===== src/rtl/mwcd_pkg.sv =====
// Shared widths, reset values and codes for the masked weighted category draw.
`timescale 1ns / 1ps
`default_nettype none

package mwcd_pkg;

   // Field widths of the request and response words
   localparam int MASK_WIDTH   = 8;
   localparam int DRAW_WIDTH   = 16;
   localparam int TAG_WIDTH    = 16;
   localparam int WEIGHT_WIDTH = 16;
   localparam int CAT_WIDTH    = 4;

   // Category count limits
   localparam int MAX_CATEGORIES         = 8;
   localparam int DEFAULT_NUM_CATEGORIES = 8;

   // Register port: weight_i sits at index i
   localparam int CSR_INDEX_WIDTH = 3;
   localparam int CSR_DATA_WIDTH  = 16;
   localparam logic [CSR_INDEX_WIDTH-1:0] REG_WEIGHT_0 = 3'd0;

   // Reset weight, Q0.16 one eighth
   localparam logic [WEIGHT_WIDTH-1:0] WEIGHT_RESET = 16'd8192;

   // Result code when no category matches
   localparam logic signed [CAT_WIDTH-1:0] NO_CATEGORY = -4'sd1;

endpackage

`default_nettype wire


===== src/rtl/mwcd_req_if.sv =====
// Request channel: one read word with mask, draw and tag.
`timescale 1ns / 1ps
`default_nettype none

interface mwcd_req_if;
   logic                              valid;
   logic                              ready;
   logic [mwcd_pkg::MASK_WIDTH-1:0]   match_mask;
   logic [mwcd_pkg::DRAW_WIDTH-1:0]   uniform_draw;
   logic [mwcd_pkg::TAG_WIDTH-1:0]    read_tag;

   modport source (output valid, output match_mask, output uniform_draw, output read_tag,
                   input ready);
   modport sink   (input valid, input match_mask, input uniform_draw, input read_tag,
                   output ready);
endinterface

`default_nettype wire


===== src/rtl/mwcd_rsp_if.sv =====
// Response channel: chosen category and the read tag.
`timescale 1ns / 1ps
`default_nettype none

interface mwcd_rsp_if;
   logic                                valid;
   logic                                ready;
   logic signed [mwcd_pkg::CAT_WIDTH-1:0] chosen_category;
   logic [mwcd_pkg::TAG_WIDTH-1:0]      tag_out;

   modport source (output valid, output chosen_category, output tag_out, input ready);
   modport sink   (input valid, input chosen_category, input tag_out, output ready);
endinterface

`default_nettype wire


===== src/rtl/mwcd_weights.sv =====
// Weight register file written through the configuration port.
`timescale 1ns / 1ps
`default_nettype none

module mwcd_weights #(
   parameter int NUM_CATEGORIES = mwcd_pkg::DEFAULT_NUM_CATEGORIES
) (
   input  wire logic                                   clock,
   input  wire logic                                   reset,
   input  wire logic                                   csr_we,
   input  wire logic [mwcd_pkg::CSR_INDEX_WIDTH-1:0]   csr_index,
   input  wire logic [mwcd_pkg::CSR_DATA_WIDTH-1:0]    csr_wdata,
   output logic [NUM_CATEGORIES-1:0][mwcd_pkg::WEIGHT_WIDTH-1:0] weights
);

   localparam int IDX_WIDTH = $clog2(NUM_CATEGORIES);
   localparam logic [mwcd_pkg::CSR_INDEX_WIDTH:0] CAT_COUNT =
      (mwcd_pkg::CSR_INDEX_WIDTH + 1)'(NUM_CATEGORIES);

   logic [NUM_CATEGORIES-1:0][mwcd_pkg::WEIGHT_WIDTH-1:0] weights_ff;
   logic [mwcd_pkg::CSR_INDEX_WIDTH:0]                     offset;
   logic                                                   hit;

   // Drop writes to indexes past the last category
   assign offset = {1'b0, csr_index} - {1'b0, mwcd_pkg::REG_WEIGHT_0};
   assign hit    = csr_we && (offset < CAT_COUNT);

   always_ff @(posedge clock) begin
      if (reset) begin
         for (int j = 0; j < NUM_CATEGORIES; j++) begin
            weights_ff[j] <= mwcd_pkg::WEIGHT_RESET;
         end
      end else if (hit) begin
         weights_ff[offset[IDX_WIDTH-1:0]] <= csr_wdata[mwcd_pkg::WEIGHT_WIDTH-1:0];
      end
   end

   assign weights = weights_ff;

endmodule

`default_nettype wire


===== src/rtl/mwcd_accum.sv =====
// Input register and running sums of the masked weights.
`timescale 1ns / 1ps
`default_nettype none

module mwcd_accum #(
   parameter int NUM_CATEGORIES = mwcd_pkg::DEFAULT_NUM_CATEGORIES,
   parameter int SUM_WIDTH      = mwcd_pkg::WEIGHT_WIDTH + $clog2(NUM_CATEGORIES)
) (
   input  wire logic                                clock,
   input  wire logic                                reset,
   mwcd_req_if.sink                                 req_bus,
   input  wire logic [NUM_CATEGORIES-1:0][mwcd_pkg::WEIGHT_WIDTH-1:0] weights,
   output logic                                     sum_valid,
   input  wire logic                                sum_ready,
   output logic [NUM_CATEGORIES-1:0][SUM_WIDTH-1:0] sum_cum,
   output logic [NUM_CATEGORIES-1:0]                sum_mask,
   output logic [mwcd_pkg::DRAW_WIDTH-1:0]          sum_draw,
   output logic [mwcd_pkg::TAG_WIDTH-1:0]           sum_tag
);

   logic                                     in_valid_ff;
   logic [NUM_CATEGORIES-1:0]                in_mask_ff;
   logic [mwcd_pkg::DRAW_WIDTH-1:0]          in_draw_ff;
   logic [mwcd_pkg::TAG_WIDTH-1:0]           in_tag_ff;
   logic                                     in_ready;

   logic                                     sum_valid_ff;
   logic [NUM_CATEGORIES-1:0][SUM_WIDTH-1:0] cum_ff;
   logic [NUM_CATEGORIES-1:0][SUM_WIDTH-1:0] cum_in;
   logic [NUM_CATEGORIES-1:0]                mask_ff;
   logic [mwcd_pkg::DRAW_WIDTH-1:0]          draw_ff;
   logic [mwcd_pkg::TAG_WIDTH-1:0]           tag_ff;
   logic                                     stage_ready;

   // Each stage takes a word when empty or when its word moves on
   assign stage_ready  = !sum_valid_ff || sum_ready;
   assign in_ready     = !in_valid_ff || stage_ready;
   assign req_bus.ready = in_ready;

   // Capture the request word; mask bits past the last category are ignored
   always_ff @(posedge clock) begin
      if (reset) begin
         in_valid_ff <= 1'b0;
      end else if (in_ready) begin
         in_valid_ff <= req_bus.valid;
      end
   end

   always_ff @(posedge clock) begin
      if (in_ready && req_bus.valid) begin
         in_mask_ff <= req_bus.match_mask[NUM_CATEGORIES-1:0];
         in_draw_ff <= req_bus.uniform_draw;
         in_tag_ff  <= req_bus.read_tag;
      end
   end

   // Running sum of masked weights in index order; the last entry is the total
   always_comb begin
      logic [SUM_WIDTH-1:0] acc;
      acc = '0;
      for (int j = 0; j < NUM_CATEGORIES; j++) begin
         if (in_mask_ff[j]) begin
            acc = acc + SUM_WIDTH'(weights[j]);
         end
         cum_in[j] = acc;
      end
   end

   // Hold the sums for the scale stage
   always_ff @(posedge clock) begin
      if (reset) begin
         sum_valid_ff <= 1'b0;
      end else if (stage_ready) begin
         sum_valid_ff <= in_valid_ff;
      end
   end

   always_ff @(posedge clock) begin
      if (stage_ready && in_valid_ff) begin
         cum_ff  <= cum_in;
         mask_ff <= in_mask_ff;
         draw_ff <= in_draw_ff;
         tag_ff  <= in_tag_ff;
      end
   end

   assign sum_valid = sum_valid_ff;
   assign sum_cum   = cum_ff;
   assign sum_mask  = mask_ff;
   assign sum_draw  = draw_ff;
   assign sum_tag   = tag_ff;

endmodule

`default_nettype wire


===== src/rtl/mwcd_scale.sv =====
// Scale the uniform draw by the masked total (truncated Q0.16 product).
`timescale 1ns / 1ps
`default_nettype none

module mwcd_scale #(
   parameter int NUM_CATEGORIES = mwcd_pkg::DEFAULT_NUM_CATEGORIES,
   parameter int SUM_WIDTH      = mwcd_pkg::WEIGHT_WIDTH + $clog2(NUM_CATEGORIES)
) (
   input  wire logic                                clock,
   input  wire logic                                reset,
   input  wire logic                                sum_valid,
   output logic                                     sum_ready,
   input  wire logic [NUM_CATEGORIES-1:0][SUM_WIDTH-1:0] sum_cum,
   input  wire logic [NUM_CATEGORIES-1:0]           sum_mask,
   input  wire logic [mwcd_pkg::DRAW_WIDTH-1:0]     sum_draw,
   input  wire logic [mwcd_pkg::TAG_WIDTH-1:0]      sum_tag,
   output logic                                     scl_valid,
   input  wire logic                                scl_ready,
   output logic [SUM_WIDTH-1:0]                     scl_scaled,
   output logic [NUM_CATEGORIES-1:0][SUM_WIDTH-1:0] scl_cum,
   output logic [NUM_CATEGORIES-1:0]                scl_mask,
   output logic [mwcd_pkg::TAG_WIDTH-1:0]           scl_tag
);

   localparam int PROD_WIDTH = mwcd_pkg::DRAW_WIDTH + SUM_WIDTH;

   logic                                     valid_ff;
   logic [SUM_WIDTH-1:0]                     scaled_ff;
   logic [SUM_WIDTH-1:0]                     scaled_in;
   logic [PROD_WIDTH-1:0]                    product;
   logic [NUM_CATEGORIES-1:0][SUM_WIDTH-1:0] cum_ff;
   logic [NUM_CATEGORIES-1:0]                mask_ff;
   logic [mwcd_pkg::TAG_WIDTH-1:0]           tag_ff;

   assign sum_ready = !valid_ff || scl_ready;

   // Multiply by the total and drop the 16 fraction bits
   assign product   = PROD_WIDTH'(sum_draw) * PROD_WIDTH'(sum_cum[NUM_CATEGORIES-1]);
   assign scaled_in = product[mwcd_pkg::DRAW_WIDTH +: SUM_WIDTH];

   always_ff @(posedge clock) begin
      if (reset) begin
         valid_ff <= 1'b0;
      end else if (sum_ready) begin
         valid_ff <= sum_valid;
      end
   end

   always_ff @(posedge clock) begin
      if (sum_ready && sum_valid) begin
         scaled_ff <= scaled_in;
         cum_ff    <= sum_cum;
         mask_ff   <= sum_mask;
         tag_ff    <= sum_tag;
      end
   end

   assign scl_valid  = valid_ff;
   assign scl_scaled = scaled_ff;
   assign scl_cum    = cum_ff;
   assign scl_mask   = mask_ff;
   assign scl_tag    = tag_ff;

endmodule

`default_nettype wire


===== src/rtl/mwcd_pick.sv =====
// Compare the scaled draw with the running sums and register the chosen category.
`timescale 1ns / 1ps
`default_nettype none

module mwcd_pick #(
   parameter int NUM_CATEGORIES = mwcd_pkg::DEFAULT_NUM_CATEGORIES,
   parameter int SUM_WIDTH      = mwcd_pkg::WEIGHT_WIDTH + $clog2(NUM_CATEGORIES)
) (
   input  wire logic                                clock,
   input  wire logic                                reset,
   input  wire logic                                scl_valid,
   output logic                                     scl_ready,
   input  wire logic [SUM_WIDTH-1:0]                scl_scaled,
   input  wire logic [NUM_CATEGORIES-1:0][SUM_WIDTH-1:0] scl_cum,
   input  wire logic [NUM_CATEGORIES-1:0]           scl_mask,
   input  wire logic [mwcd_pkg::TAG_WIDTH-1:0]      scl_tag,
   mwcd_rsp_if.source                               rsp_bus
);

   localparam int CNT_WIDTH = $clog2(NUM_CATEGORIES + 1);
   localparam logic [CNT_WIDTH-1:0] PAIR = CNT_WIDTH'(2);

   logic                                   valid_ff;
   logic signed [mwcd_pkg::CAT_WIDTH-1:0]  chosen_ff;
   logic signed [mwcd_pkg::CAT_WIDTH-1:0]  chosen_in;
   logic [mwcd_pkg::TAG_WIDTH-1:0]         tag_ff;
   logic [CNT_WIDTH-1:0]                   count;
   logic                                   strict;
   logic [NUM_CATEGORIES-1:0]              hit;
   logic [mwcd_pkg::CAT_WIDTH-1:0]         first_hit;
   logic [mwcd_pkg::CAT_WIDTH-1:0]         last_set;

   assign scl_ready = !valid_ff || rsp_bus.ready;

   // Count masked categories; exactly two switches to a strict compare
   always_comb begin
      count = '0;
      for (int j = 0; j < NUM_CATEGORIES; j++) begin
         count = count + CNT_WIDTH'(scl_mask[j]);
      end
   end

   assign strict = (count == PAIR);

   // Flag masked categories whose running sum bounds the scaled draw
   always_comb begin
      for (int j = 0; j < NUM_CATEGORIES; j++) begin
         hit[j] = scl_mask[j] && (strict ? (scl_scaled < scl_cum[j])
                                         : (scl_scaled <= scl_cum[j]));
      end
   end

   // Lowest flagged category and highest masked category
   always_comb begin
      first_hit = '0;
      last_set  = '0;
      for (int j = NUM_CATEGORIES - 1; j >= 0; j--) begin
         if (hit[j]) begin
            first_hit = mwcd_pkg::CAT_WIDTH'(j);
         end
      end
      for (int j = 0; j < NUM_CATEGORIES; j++) begin
         if (scl_mask[j]) begin
            last_set = mwcd_pkg::CAT_WIDTH'(j);
         end
      end
   end

   // Fall back to the last masked category when the strict compare misses; an empty mask gives NO_CATEGORY
   always_comb begin
      priority if (|hit) begin
         chosen_in = first_hit;
      end else if (|scl_mask) begin
         chosen_in = last_set;
      end else begin
         chosen_in = mwcd_pkg::NO_CATEGORY;
      end
   end

   // Result register, held while the receiver stalls
   always_ff @(posedge clock) begin
      if (reset) begin
         valid_ff <= 1'b0;
      end else if (scl_ready) begin
         valid_ff <= scl_valid;
      end
   end

   always_ff @(posedge clock) begin
      if (scl_ready && scl_valid) begin
         chosen_ff <= chosen_in;
         tag_ff    <= scl_tag;
      end
   end

   assign rsp_bus.valid           = valid_ff;
   assign rsp_bus.chosen_category = chosen_ff;
   assign rsp_bus.tag_out         = tag_ff;

endmodule

`default_nettype wire


===== src/rtl/masked_weighted_category_draw.sv =====
// Top level of the masked weighted category draw.
//
// Usage:
//   req_bus carries one read word: match_mask, uniform_draw (Q0.16) and read_tag.
//   rsp_bus returns one word per read: chosen_category (signed, -1 when the
//   mask selects nothing) and tag_out, a copy of read_tag. Words leave in order.
//   csr_we / csr_index / csr_wdata write weight_0..weight_7 (Q0.16); write
//   only while no read is in flight. Indexes past the last category are dropped.
// Timing:
//   Four register stages: input, running sums, scaled draw, result. A word
//   passes through them in that order on its way to rsp_bus. One word is
//   accepted per cycle while rsp_bus.ready stays high; the 16x19 multiply and
//   the 8-term running sum each sit in a stage of their own.
// Reset:
//   All stages empty, every weight back to 8192.
// Stalls:
//   The result register holds its word while rsp_bus.ready is low; stages
//   upstream keep filling their empty slots, so up to four words are buffered
//   before req_bus.ready drops.
`timescale 1ns / 1ps
`default_nettype none

module masked_weighted_category_draw #(
   parameter int NUM_CATEGORIES = mwcd_pkg::DEFAULT_NUM_CATEGORIES
) (
   input  wire logic                                 clock,
   input  wire logic                                 reset,
   mwcd_req_if.sink                                  req_bus,
   mwcd_rsp_if.source                                rsp_bus,
   input  wire logic                                 csr_we,
   input  wire logic [mwcd_pkg::CSR_INDEX_WIDTH-1:0] csr_index,
   input  wire logic [mwcd_pkg::CSR_DATA_WIDTH-1:0]  csr_wdata
);

   localparam int SUM_WIDTH = mwcd_pkg::WEIGHT_WIDTH + $clog2(NUM_CATEGORIES);

   logic [NUM_CATEGORIES-1:0][mwcd_pkg::WEIGHT_WIDTH-1:0] weights;

   logic                                     sum_valid;
   logic                                     sum_ready;
   logic [NUM_CATEGORIES-1:0][SUM_WIDTH-1:0] sum_cum;
   logic [NUM_CATEGORIES-1:0]                sum_mask;
   logic [mwcd_pkg::DRAW_WIDTH-1:0]          sum_draw;
   logic [mwcd_pkg::TAG_WIDTH-1:0]           sum_tag;

   logic                                     scl_valid;
   logic                                     scl_ready;
   logic [SUM_WIDTH-1:0]                     scl_scaled;
   logic [NUM_CATEGORIES-1:0][SUM_WIDTH-1:0] scl_cum;
   logic [NUM_CATEGORIES-1:0]                scl_mask;
   logic [mwcd_pkg::TAG_WIDTH-1:0]           scl_tag;

   // Weight registers
   mwcd_weights #(
      .NUM_CATEGORIES (NUM_CATEGORIES)
   ) u_weights (
      .clock     (clock),
      .reset     (reset),
      .csr_we    (csr_we),
      .csr_index (csr_index),
      .csr_wdata (csr_wdata),
      .weights   (weights)
   );

   // Input register and running sums
   mwcd_accum #(
      .NUM_CATEGORIES (NUM_CATEGORIES),
      .SUM_WIDTH      (SUM_WIDTH)
   ) u_accum (
      .clock     (clock),
      .reset     (reset),
      .req_bus   (req_bus),
      .weights   (weights),
      .sum_valid (sum_valid),
      .sum_ready (sum_ready),
      .sum_cum   (sum_cum),
      .sum_mask  (sum_mask),
      .sum_draw  (sum_draw),
      .sum_tag   (sum_tag)
   );

   // Scaled draw
   mwcd_scale #(
      .NUM_CATEGORIES (NUM_CATEGORIES),
      .SUM_WIDTH      (SUM_WIDTH)
   ) u_scale (
      .clock      (clock),
      .reset      (reset),
      .sum_valid  (sum_valid),
      .sum_ready  (sum_ready),
      .sum_cum    (sum_cum),
      .sum_mask   (sum_mask),
      .sum_draw   (sum_draw),
      .sum_tag    (sum_tag),
      .scl_valid  (scl_valid),
      .scl_ready  (scl_ready),
      .scl_scaled (scl_scaled),
      .scl_cum    (scl_cum),
      .scl_mask   (scl_mask),
      .scl_tag    (scl_tag)
   );

   // Category select and result register
   mwcd_pick #(
      .NUM_CATEGORIES (NUM_CATEGORIES),
      .SUM_WIDTH      (SUM_WIDTH)
   ) u_pick (
      .clock      (clock),
      .reset      (reset),
      .scl_valid  (scl_valid),
      .scl_ready  (scl_ready),
      .scl_scaled (scl_scaled),
      .scl_cum    (scl_cum),
      .scl_mask   (scl_mask),
      .scl_tag    (scl_tag),
      .rsp_bus    (rsp_bus)
   );

endmodule

`default_nettype wire


===== src/flat_wrapper.sv =====
// flat-port wrapper written by rule: the top's interface ports become plain ports
module masked_weighted_category_draw_flat 
#(
   parameter int NUM_CATEGORIES = mwcd_pkg::DEFAULT_NUM_CATEGORIES
)
  (clock, reset, csr_we, csr_index, csr_wdata, req_bus_valid, req_bus_match_mask, req_bus_uniform_draw, req_bus_read_tag, req_bus_ready, rsp_bus_valid, rsp_bus_chosen_category, rsp_bus_tag_out, rsp_bus_ready);
  mwcd_req_if req_bus_i ();
  mwcd_rsp_if rsp_bus_i ();
  input  wire logic clock;
  input  wire logic reset;
  input  wire logic csr_we;
  input  wire logic [mwcd_pkg::CSR_INDEX_WIDTH-1:0] csr_index;
  input  wire logic [mwcd_pkg::CSR_DATA_WIDTH-1:0] csr_wdata;
  input wire logic [$bits(req_bus_i.valid)-1:0] req_bus_valid;
  input wire logic [$bits(req_bus_i.match_mask)-1:0] req_bus_match_mask;
  input wire logic [$bits(req_bus_i.uniform_draw)-1:0] req_bus_uniform_draw;
  input wire logic [$bits(req_bus_i.read_tag)-1:0] req_bus_read_tag;
  output wire logic [$bits(req_bus_i.ready)-1:0] req_bus_ready;
  output wire logic [$bits(rsp_bus_i.valid)-1:0] rsp_bus_valid;
  output wire logic [$bits(rsp_bus_i.chosen_category)-1:0] rsp_bus_chosen_category;
  output wire logic [$bits(rsp_bus_i.tag_out)-1:0] rsp_bus_tag_out;
  input wire logic [$bits(rsp_bus_i.ready)-1:0] rsp_bus_ready;
  assign req_bus_i.valid = req_bus_valid;
  assign req_bus_i.match_mask = req_bus_match_mask;
  assign req_bus_i.uniform_draw = req_bus_uniform_draw;
  assign req_bus_i.read_tag = req_bus_read_tag;
  assign req_bus_ready = req_bus_i.ready;
  assign rsp_bus_valid = rsp_bus_i.valid;
  assign rsp_bus_chosen_category = rsp_bus_i.chosen_category;
  assign rsp_bus_tag_out = rsp_bus_i.tag_out;
  assign rsp_bus_i.ready = rsp_bus_ready;
  masked_weighted_category_draw #(.NUM_CATEGORIES(NUM_CATEGORIES)) u_core (.clock(clock), .reset(reset), .req_bus(req_bus_i), .rsp_bus(rsp_bus_i), .csr_we(csr_we), .csr_index(csr_index), .csr_wdata(csr_wdata));
endmodule

===== config.mk =====
export PLATFORM = sky130hd
export DESIGN_NAME = masked_weighted_category_draw_flat
export DESIGN_NICKNAME = d
export VERILOG_FILES = /design/src/rtl/mwcd_pkg.sv /design/src/rtl/mwcd_req_if.sv /design/src/rtl/mwcd_rsp_if.sv /design/src/rtl/mwcd_weights.sv /design/src/rtl/mwcd_accum.sv /design/src/rtl/mwcd_scale.sv /design/src/rtl/mwcd_pick.sv /design/src/rtl/masked_weighted_category_draw.sv /design/src/flat_wrapper.sv
export SDC_FILE = /design/constraint.sdc
export NUM_CORES = 2
export LEC_CHECK = 0
export ABC_AREA = 1
export CORE_ASPECT_RATIO = 1.25
export CORE_MARGIN = 4
export CORE_UTILIZATION = 55
export DETAILED_ROUTE_END_ITERATION = 16
export DONT_BUFFER_PORTS = 1
export GPL_TIMING_DRIVEN = 0
export PLACE_DENSITY = 0.7
export SLEW_MARGIN = 20
export SYNTH_ARGS = -nofsm -noshare
export SYNTH_HDL_FRONTEND = slang
export SYNTH_HIERARCHICAL = 1
export SYNTH_SLANG_ARGS = --single-unit
export TNS_END_PERCENT = 100

===== constraint.sdc =====
create_clock -name clock -period 15.8 [get_ports clock]
set_input_delay 3.16 -clock clock [delete_from_list [all_inputs] [get_ports clock]]
set_output_delay 3.16 -clock clock [all_outputs]
set_load 0.03 [all_outputs]

==> reports/results.txt <==
Die area - 78070 um^2
PortBufs - 0
Number of synthesized flops with an enable pin - 441
Post-synthesis sequential area ratio - 39.22%
Final core utilization - 60.24%
Routed length per instance - 19.36 um
Syn Area/Cell - 8.818 um^2
GRT Util Overall - 28.05%
PwrDens - 176.3 nW/um^2
Post-route insts no fill - 5677
Worst Path Max Fanout - 10
Reg2reg path depth - 56
Async set or reset register ratio after synthesis - 0%
Synth area leaders - edfxtp_1, fa_1, ha_1
Largest delay share family, worst path - compound AO/OA/AOI/OAI gates
Critical path class - register to register
Max-cap viol count - 0
Die W - 250.7 um
Hold Startpoint - u_core/u_accum/sum_cum[77]
Fill cells - 6356
Layout cells sized above 1 - 5.809%
Min cycle time layout - 12.05 ns
Core Region - 73190 um^2
Unique cell type count in the Yosys netlist - 61
Initial antenna violation count - 2
Post-CTS Setup Inserts - 0
GR Overflow Total - 0
Antenna Nets Post-Route - 0
Initial core utilization - 55.33%
Cell Count Post-Placement - 5576
Hpwl dp - 88.29 mm
CTS buffer count - 55
CTS Hold Bufs - 0
# DRC - 0
Clock sinks - 573
Routed WL - 109.9 mm
First-pass GRT wire length - 169.1 mm
Status - finished, final reports clean
Antenna fix cells - 0
Top cell type's share of synthesized area - 32.70%
FF+latch count, synth - 573
Nets@finish - 5353
Final Skew - 0.02140 ns
Crit-path most repeated cell - nand2_1
# resized after CTS - 0
Finished layout cell area - 44090 um^2
LEAKAGE - 21.21 nW
Avg Vias per Cell - 5.360
Fmax - 83.01 MHz
RSZ-0062 raised after global routing - false
Final Hold Fails - 0
Critical path capture point type - register
FF-to-FF setup slack - 3.75 ns
Critical path launch point type - register
Tot Pwr - 0.007773 W
Worst r2r dst - u_core/u_accum/sum_cum[150]
Setup-failing EPs final - 0
CP peak stage delay - 0.59 ns
Worst Path Arrival - 12.45 ns
Reg clk slew, reported paths - 0.07 ns
Via count - 30430
Highest ir drop seen on vdd - 220.3 uV
Rel. slew slack - 38.24%
Pre-antenna DRT Iters - 5
Maximum clock path buffer count - 3
Tcrit/Tclk final - 76.25%
Synth Warn # - 6
WP buf/inv - 6
Max Slew Vio Count - 0
Hold Crit Class - register to register
Starting DRT DRC Count - 2048
Top FF cell, synth - edfxtp_1
Setup TNS - 0 ns
# IOs - 86
Worst Hold Depth - 0
Die height - 311.4 um
Cells after synthesis - 4593
Root Buffer - clkbuf_16
Largest net degree at the start of global routing - 41
Worst EP required - 16.20 ns
Routability congestion estimate - 0.9497
DP Area - 42230 um^2
Post-synth top area cell - edfxtp_1
CP startpoint - u_core/u_accum/in_mask_ff[0]
Least-Margin Pin Slew - 0.9264 ns
Top-count cell post-synth - nand2_1
Htree depth - 2
Crit path depth - 56
Area Growth Syn to Fin - 8.864%
Worst R2R Start - u_core/u_accum/in_mask_ff[0]
Critical Path End - u_core/u_accum/sum_cum[150]
Critical path's slowest cell - o21ai_0
Cell Area, Synth - 40500 um^2
Worst-Skew Late Latency - 0.65 ns
CTS tree - built
Synth cell count leaders - nand2_1, inv_1, edfxtp_1, nor2_1, ha_1
# rows - 111
Vias in the first global route - 30240
[cell families after synthesis]
logic type | share of synthesized area (%)
xor+xnor | 1.471
fa+ha+maj | 23.57
other cells | 0.009260
flops | 39.22
compound gates | 5.972
mux | 0.02472
buf+inv | 9.200
simple gates | 20.53
[per-layer routing]
metal / vias to the layer above / track usage (%) / share of wire, % / wire (um)
met5: - / 0 / 0.012 / 13
met3: 318 / 2.896 / 4.7 / 5184
li1: 14850 / - / - / -
met4: 2 / 15.47 / 6.8 / 7429
met1: 14410 / 33.42 / 39 / 42310
met2: 853 / 49.70 / 50 / 54950
[how the worst min path moves through the flow]
stage / slack, ns / endpoint
3_3_place_gp: 0.40 / u_core/u_accum/sum_tag[15]
3_5_place_dp: 0.40 / u_core/u_accum/sum_draw[10]
6_report: 0.40 / u_core/u_scale/scl_cum[77]
2_1_floorplan: 0.40 / u_core/u_accum/sum_draw[0]
5_1_grt: 0.40 / u_core/u_scale/scl_cum[99]
4_1_cts: 0.40 / u_core/u_scale/scl_cum[77]
[stage by stage]
stage	worst slack, ns	hold WS, ns
floorplan	2.339	0.4003
global placement	-1.529	0.4002
detailed placement	3.978	0.4045
CTS	3.913	0.3971
global route	2.940	0.3998
finish	3.753	0.4049
[where the power goes]
part	internal [W]	total, W	switching, W
Combinational	0.00155	0.00441	0.00286
Sequential	0.00184	0.00201	0.000169
Clock	0.000764	0.00136	0.000595
Total	0.00415	0.00777	0.00362
[worst register-to-register path: cells and delay by family, from the launching register on]
family	cells	cell delay (ns)
AO/OA/AOI/OAI	16	3.99
XOR/XNOR	6	0.77
adder cells (fa/ha/maj)	8	2.65
buffers and inverters	6	1.02
flip-flops	1	0.44
AND/OR/NAND/NOR	20	2.91
[flip-flops by register name (all words and copies together), names as in the netlist, 4 cells and up]
signal	flops
u_core/u_accum/in_draw_ff	16
u_core/u_accum/in_mask_ff	8
u_core/u_accum/in_tag_ff	16
u_core/u_accum/sum_cum	146
u_core/u_accum/sum_draw	16
u_core/u_accum/sum_mask	8
u_core/u_accum/sum_tag	16
u_core/u_pick/rsp_bus.chosen_category	4
u_core/u_pick/rsp_bus.tag_out	16
u_core/u_scale/scl_cum	152
u_core/u_scale/scl_mask	8
u_core/u_scale/scl_scaled	19
u_core/u_scale/scl_tag	16
u_core/u_weights/weights	128
[placed cells by master (no fill, tap or decap), types with 17 or more instances in the layout]
| master | instances |
|---|---|
| a21oi_1 | 232 |
| and2_1 | 18 |
| buf_2 | 19 |
| buf_4 | 21 |
| clkbuf_1 | 85 |
| clkbuf_16 | 55 |
| dfxtp_1 | 132 |
| edfxtp_1 | 441 |
| fa_1 | 245 |
| ha_1 | 371 |
| inv_1 | 792 |
| nand2_1 | 1096 |
| nand2_2 | 29 |
| nand3_1 | 268 |
| nand4_1 | 32 |
| nor2_1 | 385 |
| nor3_1 | 18 |
| o21ai_0 | 132 |
| or2_2 | 17 |
| xnor2_1 | 22 |
| xor2_1 | 46 |
[area by class of cell]
| type | instances | area [um^2] | area share [%] |
|---|---|---|---|
| Buffer | 142 | 695.7 | 1.578 |
| Inverter | 807 | 3033 | 6.879 |
| Clock inverter | 39 | 460.4 | 1.044 |
| Clock buffer | 62 | 1403 | 3.181 |
| Tap cell | 960 | 1201 | 2.724 |
| Timing Repair Buffer | 18 | 470.5 | 1.067 |
| Multi-Input combinational cell | 3076 | 20940 | 47.50 |
| Sequential cell | 573 | 15890 | 36.03 |
(Power assumes the default switching activity.)
